**src/hdl/bsrc_pkg.sv**
```systemverilog
// ----------------------------------------------------------------------------
// bsrc_pkg
// Shared types and constants for the barometric sensor sequencer and
// compensation block.
// ----------------------------------------------------------------------------
package bsrc_pkg;

    localparam logic [1:0] BUS_NONE       = 2'd0;
    localparam logic [1:0] BUS_CONV_PRESS = 2'd1;
    localparam logic [1:0] BUS_CONV_TEMP  = 2'd2;
    localparam logic [1:0] BUS_READ       = 2'd3;

    typedef enum logic [3:0] {
        CS_OFF   = 4'd0,
        CS_SENS  = 4'd1,
        CS_TEMP  = 4'd2,
        CS_DTSQ  = 4'd3,
        CS_SQ    = 4'd4,
        CS_SQ2   = 4'd5,
        CS_ADD2  = 4'd6,
        CS_APPLY = 4'd7,
        CS_PLO   = 4'd8,
        CS_PHI   = 4'd9,
        CS_PSUM  = 4'd10,
        CS_PSUB  = 4'd11,
        CS_POUT  = 4'd12
    } calc_step_t;

    typedef struct packed {
        logic       load_tick;
        logic [1:0] bus_cmd;
        logic       err_inc;
        logic       latch_raw;
        logic       calc_start;
        logic       calc_en;
        calc_step_t calc_step;
    } bsrc_cmd_t;

endpackage

```
**src/hdl/baro_sensor_read_compensate.sv**
```systemverilog
// ----------------------------------------------------------------------------
// baro_sensor_read_compensate
// Barometric sensor conversion sequencer with first- and second-order
// pressure and temperature compensation.
//
//   channel | signals                                   | direction
//   input   | in_valid, out_stall, transfer_done, adc_value | into block
//   output  | out_valid, in_stall, bus_command, result_valid,
//           | pressure, temperature, error_count        | out of block
//   config  | psel, penable, pwrite, paddr, pwdata, prdata, pready
//
// After each accepted tick the block passes through its output state before
// it takes the next; a tick that completes the temperature read first runs
// the compensation steps CS_OFF to CS_POUT on one shared multiplier.
// Reset clears the sequencer, the error count and the wait limits to 9 and 2.
// A stalled beat holds the output; no input is taken until it leaves.
// ----------------------------------------------------------------------------
module baro_sensor_read_compensate (
    input  logic               clk,
    input  logic               rst_n,
    input  logic               in_valid,
    output logic               in_stall,
    input  logic               transfer_done,
    input  logic [23:0]        adc_value,
    output logic               out_valid,
    input  logic               out_stall,
    output logic [1:0]         bus_command,
    output logic               result_valid,
    output logic [21:0]        pressure,
    output logic signed [18:0] temperature,
    output logic [31:0]        error_count,
    input  logic               psel,
    input  logic               penable,
    input  logic               pwrite,
    input  logic [4:0]         paddr,
    input  logic [31:0]        pwdata,
    output logic [31:0]        prdata,
    output logic               pready
);
    import bsrc_pkg::*;

    localparam logic [2:0] REG_SENS      = 3'd0;
    localparam logic [2:0] REG_OFF       = 3'd1;
    localparam logic [2:0] REG_SENS_TEMP = 3'd2;
    localparam logic [2:0] REG_OFF_TEMP  = 3'd3;
    localparam logic [2:0] REG_REF_TEMP  = 3'd4;
    localparam logic [2:0] REG_SLOPE     = 3'd5;
    localparam logic [2:0] REG_CONV_WAIT = 3'd6;
    localparam logic [2:0] REG_READ_WAIT = 3'd7;

    logic [15:0] sens_reg, off_reg, sens_temp_reg, off_temp_reg;
    logic [15:0] ref_temp_reg, slope_reg, conv_wait_reg, read_wait_reg;
    logic        wr_en;
    logic [15:0] rd_val;
    bsrc_cmd_t   dp_cmd;

    assign pready = 1'b1;
    assign wr_en  = psel && penable && pwrite;
    assign prdata = {16'd0, rd_val};

    always_comb
    begin
        unique case (paddr[4:2])
            REG_SENS:      rd_val = sens_reg;
            REG_OFF:       rd_val = off_reg;
            REG_SENS_TEMP: rd_val = sens_temp_reg;
            REG_OFF_TEMP:  rd_val = off_temp_reg;
            REG_REF_TEMP:  rd_val = ref_temp_reg;
            REG_SLOPE:     rd_val = slope_reg;
            REG_CONV_WAIT: rd_val = conv_wait_reg;
            REG_READ_WAIT: rd_val = read_wait_reg;
            default:       rd_val = '0;
        endcase
    end

    always_ff @(posedge clk or negedge rst_n)
    begin
        if (!rst_n)
        begin
            sens_reg      <= '0;
            off_reg       <= '0;
            sens_temp_reg <= '0;
            off_temp_reg  <= '0;
            ref_temp_reg  <= '0;
            slope_reg     <= '0;
            conv_wait_reg <= 16'd9;
            read_wait_reg <= 16'd2;
        end
        else if (wr_en)
        begin
            unique case (paddr[4:2])
                REG_SENS:      sens_reg      <= pwdata[15:0];
                REG_OFF:       off_reg       <= pwdata[15:0];
                REG_SENS_TEMP: sens_temp_reg <= pwdata[15:0];
                REG_OFF_TEMP:  off_temp_reg  <= pwdata[15:0];
                REG_REF_TEMP:  ref_temp_reg  <= pwdata[15:0];
                REG_SLOPE:     slope_reg     <= pwdata[15:0];
                REG_CONV_WAIT: conv_wait_reg <= pwdata[15:0];
                REG_READ_WAIT: read_wait_reg <= pwdata[15:0];
                default:
                begin
                end
            endcase
        end
    end

    bsrc_ctrl u_ctrl (
        .clk             (clk),
        .rst_n           (rst_n),
        .in_valid        (in_valid),
        .in_stall        (in_stall),
        .transfer_done   (transfer_done),
        .conv_wait_ticks (conv_wait_reg),
        .read_wait_ticks (read_wait_reg),
        .out_valid       (out_valid),
        .out_stall       (out_stall),
        .dp_cmd          (dp_cmd)
    );

    bsrc_dp u_dp (
        .clk             (clk),
        .rst_n           (rst_n),
        .dp_cmd          (dp_cmd),
        .adc_value       (adc_value),
        .sens_coeff      (sens_reg),
        .off_coeff       (off_reg),
        .sens_temp_coeff (sens_temp_reg),
        .off_temp_coeff  (off_temp_reg),
        .ref_temp        (ref_temp_reg),
        .temp_slope      (slope_reg),
        .bus_command     (bus_command),
        .result_valid    (result_valid),
        .pressure        (pressure),
        .temperature     (temperature),
        .error_count     (error_count)
    );

endmodule

```
**src/hdl/bsrc_ctrl.sv**
```systemverilog
// ----------------------------------------------------------------------------
// bsrc_ctrl
// Handshake controller, conversion sequencer and compensation step counter.
// ----------------------------------------------------------------------------
module bsrc_ctrl (
    input  logic               clk,
    input  logic               rst_n,
    input  logic               in_valid,
    output logic               in_stall,
    input  logic               transfer_done,
    input  logic [15:0]        conv_wait_ticks,
    input  logic [15:0]        read_wait_ticks,
    output logic               out_valid,
    input  logic               out_stall,
    output bsrc_pkg::bsrc_cmd_t dp_cmd
);
    import bsrc_pkg::*;

    typedef enum logic [2:0] {
        ST_IDLE = 3'b001,
        ST_CALC = 3'b010,
        ST_OUT  = 3'b100
    } ctrl_state_t;

    typedef enum logic [4:0] {
        SQ_START = 5'b00001,
        SQ_PCONV = 5'b00010,
        SQ_PREAD = 5'b00100,
        SQ_TCONV = 5'b01000,
        SQ_TREAD = 5'b10000
    } seq_state_t;

    ctrl_state_t state_reg, state_next;
    seq_state_t  seq_reg, seq_next;
    logic [15:0] tick_reg, tick_next, tick_inc;
    calc_step_t  step_reg, step_next;
    logic        accept;
    logic [1:0]  bus_cmd;
    logic        err_inc, latch_raw, calc_start;

    assign accept    = in_valid && (state_reg == ST_IDLE);
    assign in_stall  = (state_reg != ST_IDLE);
    assign out_valid = (state_reg == ST_OUT);
    assign tick_inc  = tick_reg + 16'd1;

    always_comb
    begin
        seq_next   = seq_reg;
        tick_next  = tick_inc;
        bus_cmd    = BUS_NONE;
        err_inc    = 1'b0;
        latch_raw  = 1'b0;
        calc_start = 1'b0;
        unique case (seq_reg)
            SQ_START:
            begin
                bus_cmd   = BUS_CONV_PRESS;
                tick_next = '0;
                seq_next  = SQ_PCONV;
            end
            SQ_PCONV, SQ_TCONV:
            begin
                if (tick_inc > conv_wait_ticks)
                begin
                    if (transfer_done)
                    begin
                        bus_cmd   = BUS_READ;
                        tick_next = '0;
                        seq_next  = (seq_reg == SQ_PCONV) ? SQ_PREAD : SQ_TREAD;
                    end
                    else
                    begin
                        err_inc  = 1'b1;
                        seq_next = SQ_START;
                    end
                end
            end
            SQ_PREAD:
            begin
                if (transfer_done)
                begin
                    latch_raw = 1'b1;
                    bus_cmd   = BUS_CONV_TEMP;
                    tick_next = '0;
                    seq_next  = SQ_TCONV;
                end
                else if (tick_inc > read_wait_ticks)
                begin
                    err_inc  = 1'b1;
                    seq_next = SQ_START;
                end
            end
            SQ_TREAD:
            begin
                if (transfer_done)
                begin
                    calc_start = 1'b1;
                    tick_next  = '0;
                    seq_next   = SQ_START;
                end
                else if (tick_inc > read_wait_ticks)
                begin
                    err_inc  = 1'b1;
                    seq_next = SQ_START;
                end
            end
            default:
            begin
                seq_next = SQ_START;
            end
        endcase
    end

    always_comb
    begin
        state_next = state_reg;
        step_next  = step_reg;
        unique case (state_reg)
            ST_IDLE:
            begin
                if (accept)
                begin
                    step_next  = CS_OFF;
                    state_next = calc_start ? ST_CALC : ST_OUT;
                end
            end
            ST_CALC:
            begin
                if (step_reg == CS_POUT)
                    state_next = ST_OUT;
                else
                    step_next = calc_step_t'(4'(step_reg) + 4'd1);
            end
            ST_OUT:
            begin
                if (!out_stall)
                    state_next = ST_IDLE;
            end
            default:
            begin
                state_next = ST_IDLE;
            end
        endcase
    end

    always_comb
    begin
        dp_cmd.load_tick  = accept;
        dp_cmd.bus_cmd    = bus_cmd;
        dp_cmd.err_inc    = accept && err_inc;
        dp_cmd.latch_raw  = accept && latch_raw;
        dp_cmd.calc_start = accept && calc_start;
        dp_cmd.calc_en    = (state_reg == ST_CALC);
        dp_cmd.calc_step  = step_reg;
    end

    always_ff @(posedge clk or negedge rst_n)
    begin
        if (!rst_n)
        begin
            state_reg <= ST_IDLE;
            seq_reg   <= SQ_START;
            tick_reg  <= '0;
            step_reg  <= CS_OFF;
        end
        else
        begin
            state_reg <= state_next;
            step_reg  <= step_next;
            if (accept)
            begin
                seq_reg  <= seq_next;
                tick_reg <= tick_next;
            end
        end
    end

endmodule

```
**src/hdl/bsrc_dp.sv**
```systemverilog
// ----------------------------------------------------------------------------
// bsrc_dp
// Compensation datapath around one shared signed multiplier, with the
// raw pressure store and the result registers.
// ----------------------------------------------------------------------------
module bsrc_dp (
    input  logic                clk,
    input  logic                rst_n,
    input  bsrc_pkg::bsrc_cmd_t dp_cmd,
    input  logic [23:0]         adc_value,
    input  logic [15:0]         sens_coeff,
    input  logic [15:0]         off_coeff,
    input  logic [15:0]         sens_temp_coeff,
    input  logic [15:0]         off_temp_coeff,
    input  logic [15:0]         ref_temp,
    input  logic [15:0]         temp_slope,
    output logic [1:0]          bus_command,
    output logic                result_valid,
    output logic [21:0]         pressure,
    output logic signed [18:0]  temperature,
    output logic [31:0]         error_count
);
    import bsrc_pkg::*;

    localparam logic signed [19:0] TEMP_REF   = 20'sd2000;
    localparam logic signed [19:0] TEMP_COLD  = -20'sd1500;
    localparam logic signed [19:0] TEMP_LO    = -20'sd262144;
    localparam logic signed [19:0] TEMP_HI    = 20'sd262143;
    localparam logic signed [63:0] PRESS_MAX  = 64'sd4194303;

    function automatic logic signed [63:0] trunc_shr(input logic signed [63:0] x,
                                                     input int k);
        logic signed [63:0] bias;
        bias = x[63] ? ((64'sd1 <<< k) - 64'sd1) : 64'sd0;
        return (x + bias) >>> k;
    endfunction

    logic [23:0]        raw_reg;
    logic signed [24:0] dt_reg;
    logic signed [39:0] off_reg, sens_reg;
    logic [39:0]        off2_reg, sens2_reg;
    logic signed [19:0] t_reg;
    logic [17:0]        t2_reg;
    logic               low_reg;
    logic signed [63:0] acc_reg;
    logic signed [47:0] q_reg;
    logic signed [51:0] prod_reg;

    logic signed [25:0] mul_a, mul_b;
    logic signed [19:0] tm, tp;
    logic signed [63:0] prod64, t_div, p64;
    logic [39:0]        sq;
    logic [41:0]        sq5;
    logic [43:0]        sq7, sq11;
    logic signed [18:0] t_sat;

    assign prod64 = 64'(prod_reg);
    assign tm     = t_reg - TEMP_REF;
    assign tp     = t_reg - TEMP_COLD;
    assign t_div  = trunc_shr(prod64, 23);
    assign sq     = prod_reg[39:0];
    assign sq5    = (42'(sq) << 2) + 42'(sq);
    assign sq7    = (44'(sq) << 3) - 44'(sq);
    assign sq11   = (44'(sq) << 3) + (44'(sq) << 1) + 44'(sq);
    assign p64    = trunc_shr(64'(q_reg), 15);

    always_comb
    begin
        if (t_reg < TEMP_LO)
            t_sat = 19'(TEMP_LO);
        else if (t_reg > TEMP_HI)
            t_sat = 19'(TEMP_HI);
        else
            t_sat = t_reg[18:0];
    end

    always_comb
    begin
        mul_a = '0;
        mul_b = '0;
        case (dp_cmd.calc_step)
            CS_OFF:
            begin
                mul_a = 26'(dt_reg);
                mul_b = 26'({1'b0, off_temp_coeff});
            end
            CS_SENS:
            begin
                mul_a = 26'(dt_reg);
                mul_b = 26'({1'b0, sens_temp_coeff});
            end
            CS_TEMP:
            begin
                mul_a = 26'(dt_reg);
                mul_b = 26'({1'b0, temp_slope});
            end
            CS_DTSQ:
            begin
                mul_a = 26'(dt_reg);
                mul_b = 26'(dt_reg);
            end
            CS_SQ:
            begin
                mul_a = 26'(tm);
                mul_b = 26'(tm);
            end
            CS_SQ2:
            begin
                mul_a = 26'(tp);
                mul_b = 26'(tp);
            end
            CS_PLO:
            begin
                mul_a = 26'({1'b0, raw_reg});
                mul_b = 26'({1'b0, sens_reg[19:0]});
            end
            CS_PHI:
            begin
                mul_a = 26'({1'b0, raw_reg});
                mul_b = 26'($signed(sens_reg[39:20]));
            end
            default:
            begin
                mul_a = '0;
                mul_b = '0;
            end
        endcase
    end

    always_ff @(posedge clk)
    begin
        if (dp_cmd.latch_raw)
            raw_reg <= adc_value;
        if (dp_cmd.calc_start)
            dt_reg <= 25'($signed({1'b0, adc_value})) - 25'($signed({1'b0, ref_temp, 8'd0}));
        if (dp_cmd.calc_en)
        begin
            prod_reg <= mul_a * mul_b;
            case (dp_cmd.calc_step)
                CS_SENS:
                    off_reg <= 40'($signed({1'b0, off_coeff, 16'd0}))
                               + 40'(trunc_shr(prod64, 7));
                CS_TEMP:
                    sens_reg <= 40'($signed({1'b0, sens_coeff, 15'd0}))
                                + 40'(trunc_shr(prod64, 8));
                CS_DTSQ:
                begin
                    t_reg   <= TEMP_REF + 20'(t_div);
                    low_reg <= t_div[63];
                end
                CS_SQ:
                    t2_reg <= prod_reg[48:31];
                CS_SQ2:
                begin
                    off2_reg  <= 40'(sq5 >> 1);
                    sens2_reg <= 40'(sq5 >> 2);
                end
                CS_ADD2:
                begin
                    if (t_reg < TEMP_COLD)
                    begin
                        off2_reg  <= off2_reg + 40'(sq7);
                        sens2_reg <= sens2_reg + 40'(sq11 >> 1);
                    end
                end
                CS_APPLY:
                begin
                    if (low_reg)
                    begin
                        t_reg    <= t_reg - 20'($signed({1'b0, t2_reg}));
                        off_reg  <= off_reg - $signed(off2_reg);
                        sens_reg <= sens_reg - $signed(sens2_reg);
                    end
                end
                CS_PHI:
                    acc_reg <= prod64;
                CS_PSUM:
                    acc_reg <= acc_reg + (prod64 <<< 20);
                CS_PSUB:
                    q_reg <= 48'(trunc_shr(acc_reg, 21)) - 48'(off_reg);
                default:
                begin
                end
            endcase
        end
    end

    always_ff @(posedge clk or negedge rst_n)
    begin
        if (!rst_n)
        begin
            bus_command  <= BUS_NONE;
            result_valid <= 1'b0;
            pressure     <= '0;
            temperature  <= '0;
            error_count  <= '0;
        end
        else
        begin
            if (dp_cmd.load_tick)
            begin
                bus_command  <= dp_cmd.bus_cmd;
                result_valid <= 1'b0;
                pressure     <= '0;
                temperature  <= '0;
                if (dp_cmd.err_inc)
                    error_count <= error_count + 32'd1;
            end
            if (dp_cmd.calc_en && (dp_cmd.calc_step == CS_POUT) && (p64 > 64'sd0))
            begin
                result_valid <= 1'b1;
                pressure     <= (p64 > PRESS_MAX) ? 22'h3FFFFF : p64[21:0];
                temperature  <= t_sat;
            end
        end
    end

endmodule

```
**config.mk**
```make
export PLATFORM = sky130hd
export DESIGN_NAME = baro_sensor_read_compensate
export DESIGN_NICKNAME = d
export VERILOG_FILES = /design/src/hdl/bsrc_pkg.sv /design/src/hdl/baro_sensor_read_compensate.sv /design/src/hdl/bsrc_ctrl.sv /design/src/hdl/bsrc_dp.sv
export SDC_FILE = /design/constraint.sdc
export NUM_CORES = 2
export LEC_CHECK = 0
export BUFFER_PORTS_ARGS = -buffer_cell sky130_fd_sc_hd__buf_2
export CAP_MARGIN = 20
export CORE_ASPECT_RATIO = 2
export CORE_MARGIN = 3
export CORE_UTILIZATION = 47
export CTS_BUF_LIST = sky130_fd_sc_hd__clkbuf_16
export DETAILED_ROUTE_END_ITERATION = 12
export HOLD_SLACK_MARGIN = 0.03
export MAX_ROUTING_LAYER = met4
export PLACE_DENSITY_LB_ADDON = 0.08
export REMOVE_ABC_BUFFERS = 1
export SETUP_SLACK_MARGIN = 0.2
export SLEW_MARGIN = 15
export SYNTH_ARGS = -nofsm -noshare
export SYNTH_HDL_FRONTEND = slang
export SYNTH_HIERARCHICAL = 1
export SYNTH_SLANG_ARGS = --single-unit
```
**constraint.sdc**
```tcl
create_clock -name clk -period 12.75 [get_ports clk]
set_input_delay 0.6375 -clock clk [delete_from_list [all_inputs] [get_ports clk]]
set_output_delay 0.6375 -clock clk [all_outputs]
set_load 0.1 [all_outputs]
```
After elaboration in Yosys (flattened, before gate mapping) --
Cells that the tools add are included.
Storage, ports and cells: logic and storage cells 196, input port bits 69, bits in registers 640
Cells by class: equality and inequality tests 35, multiplexer cells 58, multiply operators 1, order comparisons 7, add/sub/neg operators 25, reduce and logical (&&, ||, !) cells 41
Operator list (count):
- one-hot mux 40 bit (2 select lines) | 4
- one-hot mux 26 bit (8 select lines) | 1
- 2-to-1 mux 40 bit | 4
- one-hot mux 16 bit (8 select lines) | 1
- one-hot mux 64 bit (2 select lines) | 1
- subtractor 40 bit | 3
- one-hot mux 26 bit (4 select lines) | 1
- adder 40 bit | 2
- 2-to-1 mux 19 bit | 4
- 2-to-1 mux 22 bit | 3
- adder 64 x 22 -> 64 bit | 1
- adder 64 bit | 1
- adder 52 x 24 -> 53 bit | 1
- multiplier 26 x 26 -> 52 bit | 1
- greater-than comparator 49 x 1 -> 1 bit (second input constant) | 1
- greater-than comparator 49 x 23 -> 1 bit (second input constant) | 1
- adder 48 x 9 -> 48 bit | 1
- one-hot mux 16 bit (3 select lines) | 1
- adder 47 x 8 -> 47 bit | 1
- adder 44 x 16 -> 45 bit | 1
- subtractor 43 x 40 -> 44 bit | 1
- adder 42 x 40 -> 42 bit | 1
- adder 41 x 40 -> 41 bit | 1
- adder 41 bit | 1
- other kinds (54) | 129

Longest topological paths before layout --
word-level depth 7, gate-level depth with buffers 39

Cells and area by module --
Netlist, hierarchy kept.
By module, submodules not included:
- bsrc_dp | seq. area each 14153.6 µm², times used 1, cells an instance 7657, area an instance 68246.7 µm²
- baro_sensor_read_compensate | seq. area each 3206.8 µm², times used 1, cells an instance 436, area an instance 6025.8 µm²
- bsrc_ctrl | seq. area each 703.2 µm², times used 1, cells an instance 333, area an instance 2706.3 µm²

Worst setup path after synthesis --
OpenSTA, ideal clock, no wires.
path kind register -> register, start point reg u_ctrl.step_reg[0], end point reg u_dp.prod_reg[51] (data pin), slack 3818 ps, period minus slack after synthesis 8932 ps, setup time 260 ps, required time 12490 ps, arrival time 8672 ps, cell stages (with the launch flop) 34, cells stage by stage dfrtp_1 > clkbuf_1 > nand2b_1 > nor2_1 > clkbuf_1 > clkbuf_1 > a22oi_1 > nand4_1 > clkbuf_1 > nand2_1 > fa_1 > inv_1 > fa_1 > fa_1 > inv_1 > fa_1 > inv_1 > fa_1 > inv_1 > fa_1 > inv_1 > ha_1 > a21o_1 > a21o_1 > a21oi_1 > o21ai_0 > a21o_1 > nand2_1 > o21a_1 > a21oi_1 > and3_1 > a311o_1 > a21oi_1 > xnor2_1
Between the ends: longest elaborated chain between the ends 4, elaborated cells between the ends (all ways) 13, classes of those cells 1 x mul; 7 x eq/ne; 2 x mux; 3 x reduce/logical
RTL lines:
- start, declared | RTL line bsrc_ctrl.sv:36 | calc_step_t step_reg, step_next;
- start signal, assigned | RTL line bsrc_ctrl.sv:169 | step_reg <= step_next;
- == test 4 x 1 -> 1 bit, or another cell as far along | RTL line bsrc_dp.sv:81 | case (dp_cmd.calc_step)
- OR reduction 4 bit (no line) / OR reduction 2 bit (equally long branches)
- one-hot mux 26 bit (4 select lines) | RTL line bsrc_dp.sv:81
- multiplier 26 x 26 -> 52 bit * | RTL line bsrc_dp.sv:138 | prod_reg <= mul_a * mul_b;
- end signal, assigned | RTL line bsrc_dp.sv:138
- end, declared | RTL line bsrc_dp.sv:47 | logic signed [51:0] prod_reg;
Every way passes the cells marked *; elsewhere a longest branch is shown, timed or not. A chain may end at the register's enable or synchronous reset.

Worst setup path after layout --
start point reg u_ctrl.step_reg[0], end point reg u_dp.prod_reg[50] (data pin)
Same word-level chain as after synthesis.

==> flow_summary.toml <==
[critical_path]
crit_cells = 33
crit_path_max_fanout = 20
cp_common_cell = "fa_1"
cp_slowest_cell = "dfrtp_1"
crit_end = "u_dp/prod_reg[50]$_DFFE_PP_"
ff2ff_path_depth = 33
critPathLaunchType = "register"
cp.required_ns = 13.19
crit_type = "register to register"
worstReg2RegEnd = "u_dp/prod_reg[50]$_DFFE_PP_"
r2r_start = "u_ctrl/step_reg[0]$_DFFE_PN0P_"
arrival_ns = 11.47
startpoint = "u_ctrl/step_reg[0]$_DFFE_PN0P_"
end_kind = "register"
crit_family = "adder cells"
r2r_slack_ns = 1.72
critical_path.n_buffers_inverters = 9
critPathMaxStageDelay_ns = 0.84

[synthesis]
syn_area_per_cell_um2 = 9.14
async_flop_share_pct = 36.3
yosysTopAreaCellShare_pct = 20.3
synth_top_flop_cell = "edfxtp_1"
ys_ff_latch = 640
synth_top_cell_by_area = "fa_1"
yosysUniqueCellTypes = 111
synth_area_mm2 = 0.0770
seq_area_frac_synth_pct = 23.5
syn_inst = 8426
synth_edf_count = 408
synth_warnings = 6
synth.area.top_cells = "fa_1 (20%), edfxtp_1 (16%), ha_1 (10%), dfrtp_1 (7.4%), inv_1 (5.7%)"

[cts]
numCtsBuffers = 73
clkTransAtPathRegs_ns = 0.07
clock_path_buffers = 3
cts-root-buf = "clkbuf_16"
cts_resized = 0
cts-hold-fix-buffers = 1
post-cts-setup-buffers = 0
cts.sinks = 640
cts_tree = "built"
htreeDepth = 3
clk-insertion-delay-late_ns = 0.74

[sta]
hold_viol = 0
rsz0062_at_grt = "false"
fin_crit_sh_pct = 86.5
finalMaxSlewViolations = 0
skew_ns = 0.0638
worst_pin_slew_ns = 1.34
setup_violations = 0
hold_slack_ns = 0.102
relSlewSlack_pct = 9.69
finalWorstSetupSlack_ns = 1.72
max_freq_mhz = 90.7
finalCriticalPeriod_ns = 11.03
final.setup.tns_ns = 0

[final_layout]
fillers = 15393
area_growth_pct = 8.35
finalNonFillerCells = 10745
largest_register_ffs = 64
drive_gt1_share_pct = 8.22
mostFrequentLayoutCells = "inv_1 (1168), nand2_1 (920), fa_1 (779)"
final_common_cell = "inv_1"
final_util_pct = 51.4
nets = 10020

[detailed_routing]
drc = 0
ant_nets = 0
wl_per_cell_um = 28.6
via_per_inst = 5.99
num_vias = 64338
dr.pass1.iters = 6
wirelength_mm = 308
drt_iter0_markers = 3973

[die]
die_area_mm2 = 0.169
core-area_mm2 = 0.162
fp-row-count = 209
die_h_um = 578
dieWidth_um = 292
initial_core_util_pct = 47.4
io_pins = 180

[placement]
gp_congestion = 1.04
dpl.cell_count = 10568
dp_slack_ns = 1.89
io_buffers = 144
hpwl_mm = 247

[global_route]
grt_antenna_before_repair = 30
track_usage_pct = 37.7
overflow = 0
grt_pass1_wl_mm = 445
grt_pass1_vias = 67557
grt_max_degree = 159

[power]
ir_worst_vdd_mv = 0.425
power_leakage_uw = 0.0392
powerDensity_mw_per_mm2 = 243

[run_status]
run_status = "completed"

[hold_path]
min_path_cells = 1
hp-class = "input pin to register"

[flow_run]
maxCapViolations = 0
-- how the worst min path moves through the flow --
stage,from,slack [ns],end
floorplan,rst_n,0.34,conv_wait_reg[10]$_DFFE_PN0P_
global placement,u_dp/error_count[31]$_DFFE_PN0P_,0.46,u_dp/error_count[31]$_DFFE_PN0P_
detailed placement,u_dp/error_count[31]$_DFFE_PN0P_,0.47,u_dp/error_count[31]$_DFFE_PN0P_
CTS,adc_value[13],0.09,u_dp/raw_reg[13]$_DFFE_PP_
global route,adc_value[13],0.09,u_dp/raw_reg[13]$_DFFE_PP_
finish,adc_value[13],0.10,u_dp/raw_reg[13]$_DFFE_PP_
-- metrics by stage --
stage | total power, µW | area [µm²]
4_1_cts | 20300 | 83200
5_1_grt | 22100 | 83400
3_5_place_dp | 17900 | 80600
2_1_floorplan | 13500 | 75800
3_3_place_gp | 17800 | 80600
6_report | 20300 | 83400
-- cell families after synthesis --
| kind of cell | count (synthesis) | share of synthesized area (%) |
|---|---|---|
| AO/OA/AOI/OAI | 1776 | 14.9 |
| XOR/XNOR | 577 | 6.56 |
| adder cells (fa/ha/maj) | 1409 | 30.5 |
| buffers and inverters | 1467 | 7.34 |
| flip-flops | 640 | 23.5 |
| multiplexers | 206 | 2.99 |
| other | 2 | 0.00976 |
| AND/OR/NAND/NOR | 2349 | 14.2 |
-- cells in the mapped netlist (all sizes together) (25+ instances only) --
cell / n
dfrtp: 227
or3: 49
nand2: 924
mux2i: 60
nor2b: 75
o21bai: 45
a221oi: 29
a211o: 25
buf: 71
xnor2: 391
o21ai: 406
and3: 78
a21boi: 31
nand2b: 77
fa: 779
xor2: 186
a22oi: 60
edfxtp: 408
nor3: 112
a21o: 262
nand3: 171
a21oi: 455
and2: 69
nand4: 83
clkbuf: 227
nor4: 32
nor2: 566
inv: 1164
mux2: 144
o31ai: 44
a211oi: 41
a31o: 55
ha: 630
a31oi: 67
o21a: 67
-- metal layers --
| metal | track usage (%) | share of wire (%) | vias to the layer above |
|---|---|---|---|
| met5 | - | 0 | - |
| met1 | 32.9 | 31 | 32004 |
| li1 | - | - | 28841 |
| met2 | 66.3 | 51 | 2274 |
| met4 | 38.7 | 13 | 0 |
| met3 | 6.54 | 5.1 | 1219 |
-- power by group --
group	switching, µW	internal, µW
clock	1050	1240
combinational	9000	5810
sequential	190	2970
total	10200	10000
-- cell type report --
type	instances	area, µm²	area share [%]
antenna	32	80.1	0.0960
clock buffer	76	1900	2.28
clock inverter	60	637	0.764
inverter	1169	4390	5.26
multi-input combinational	6334	53600	64.2
sequential	640	18100	21.7
tap	2110	2640	3.17
timing repair buffer	324	2130	2.55
No activity file was read; power rests on OpenSTA's default activity.
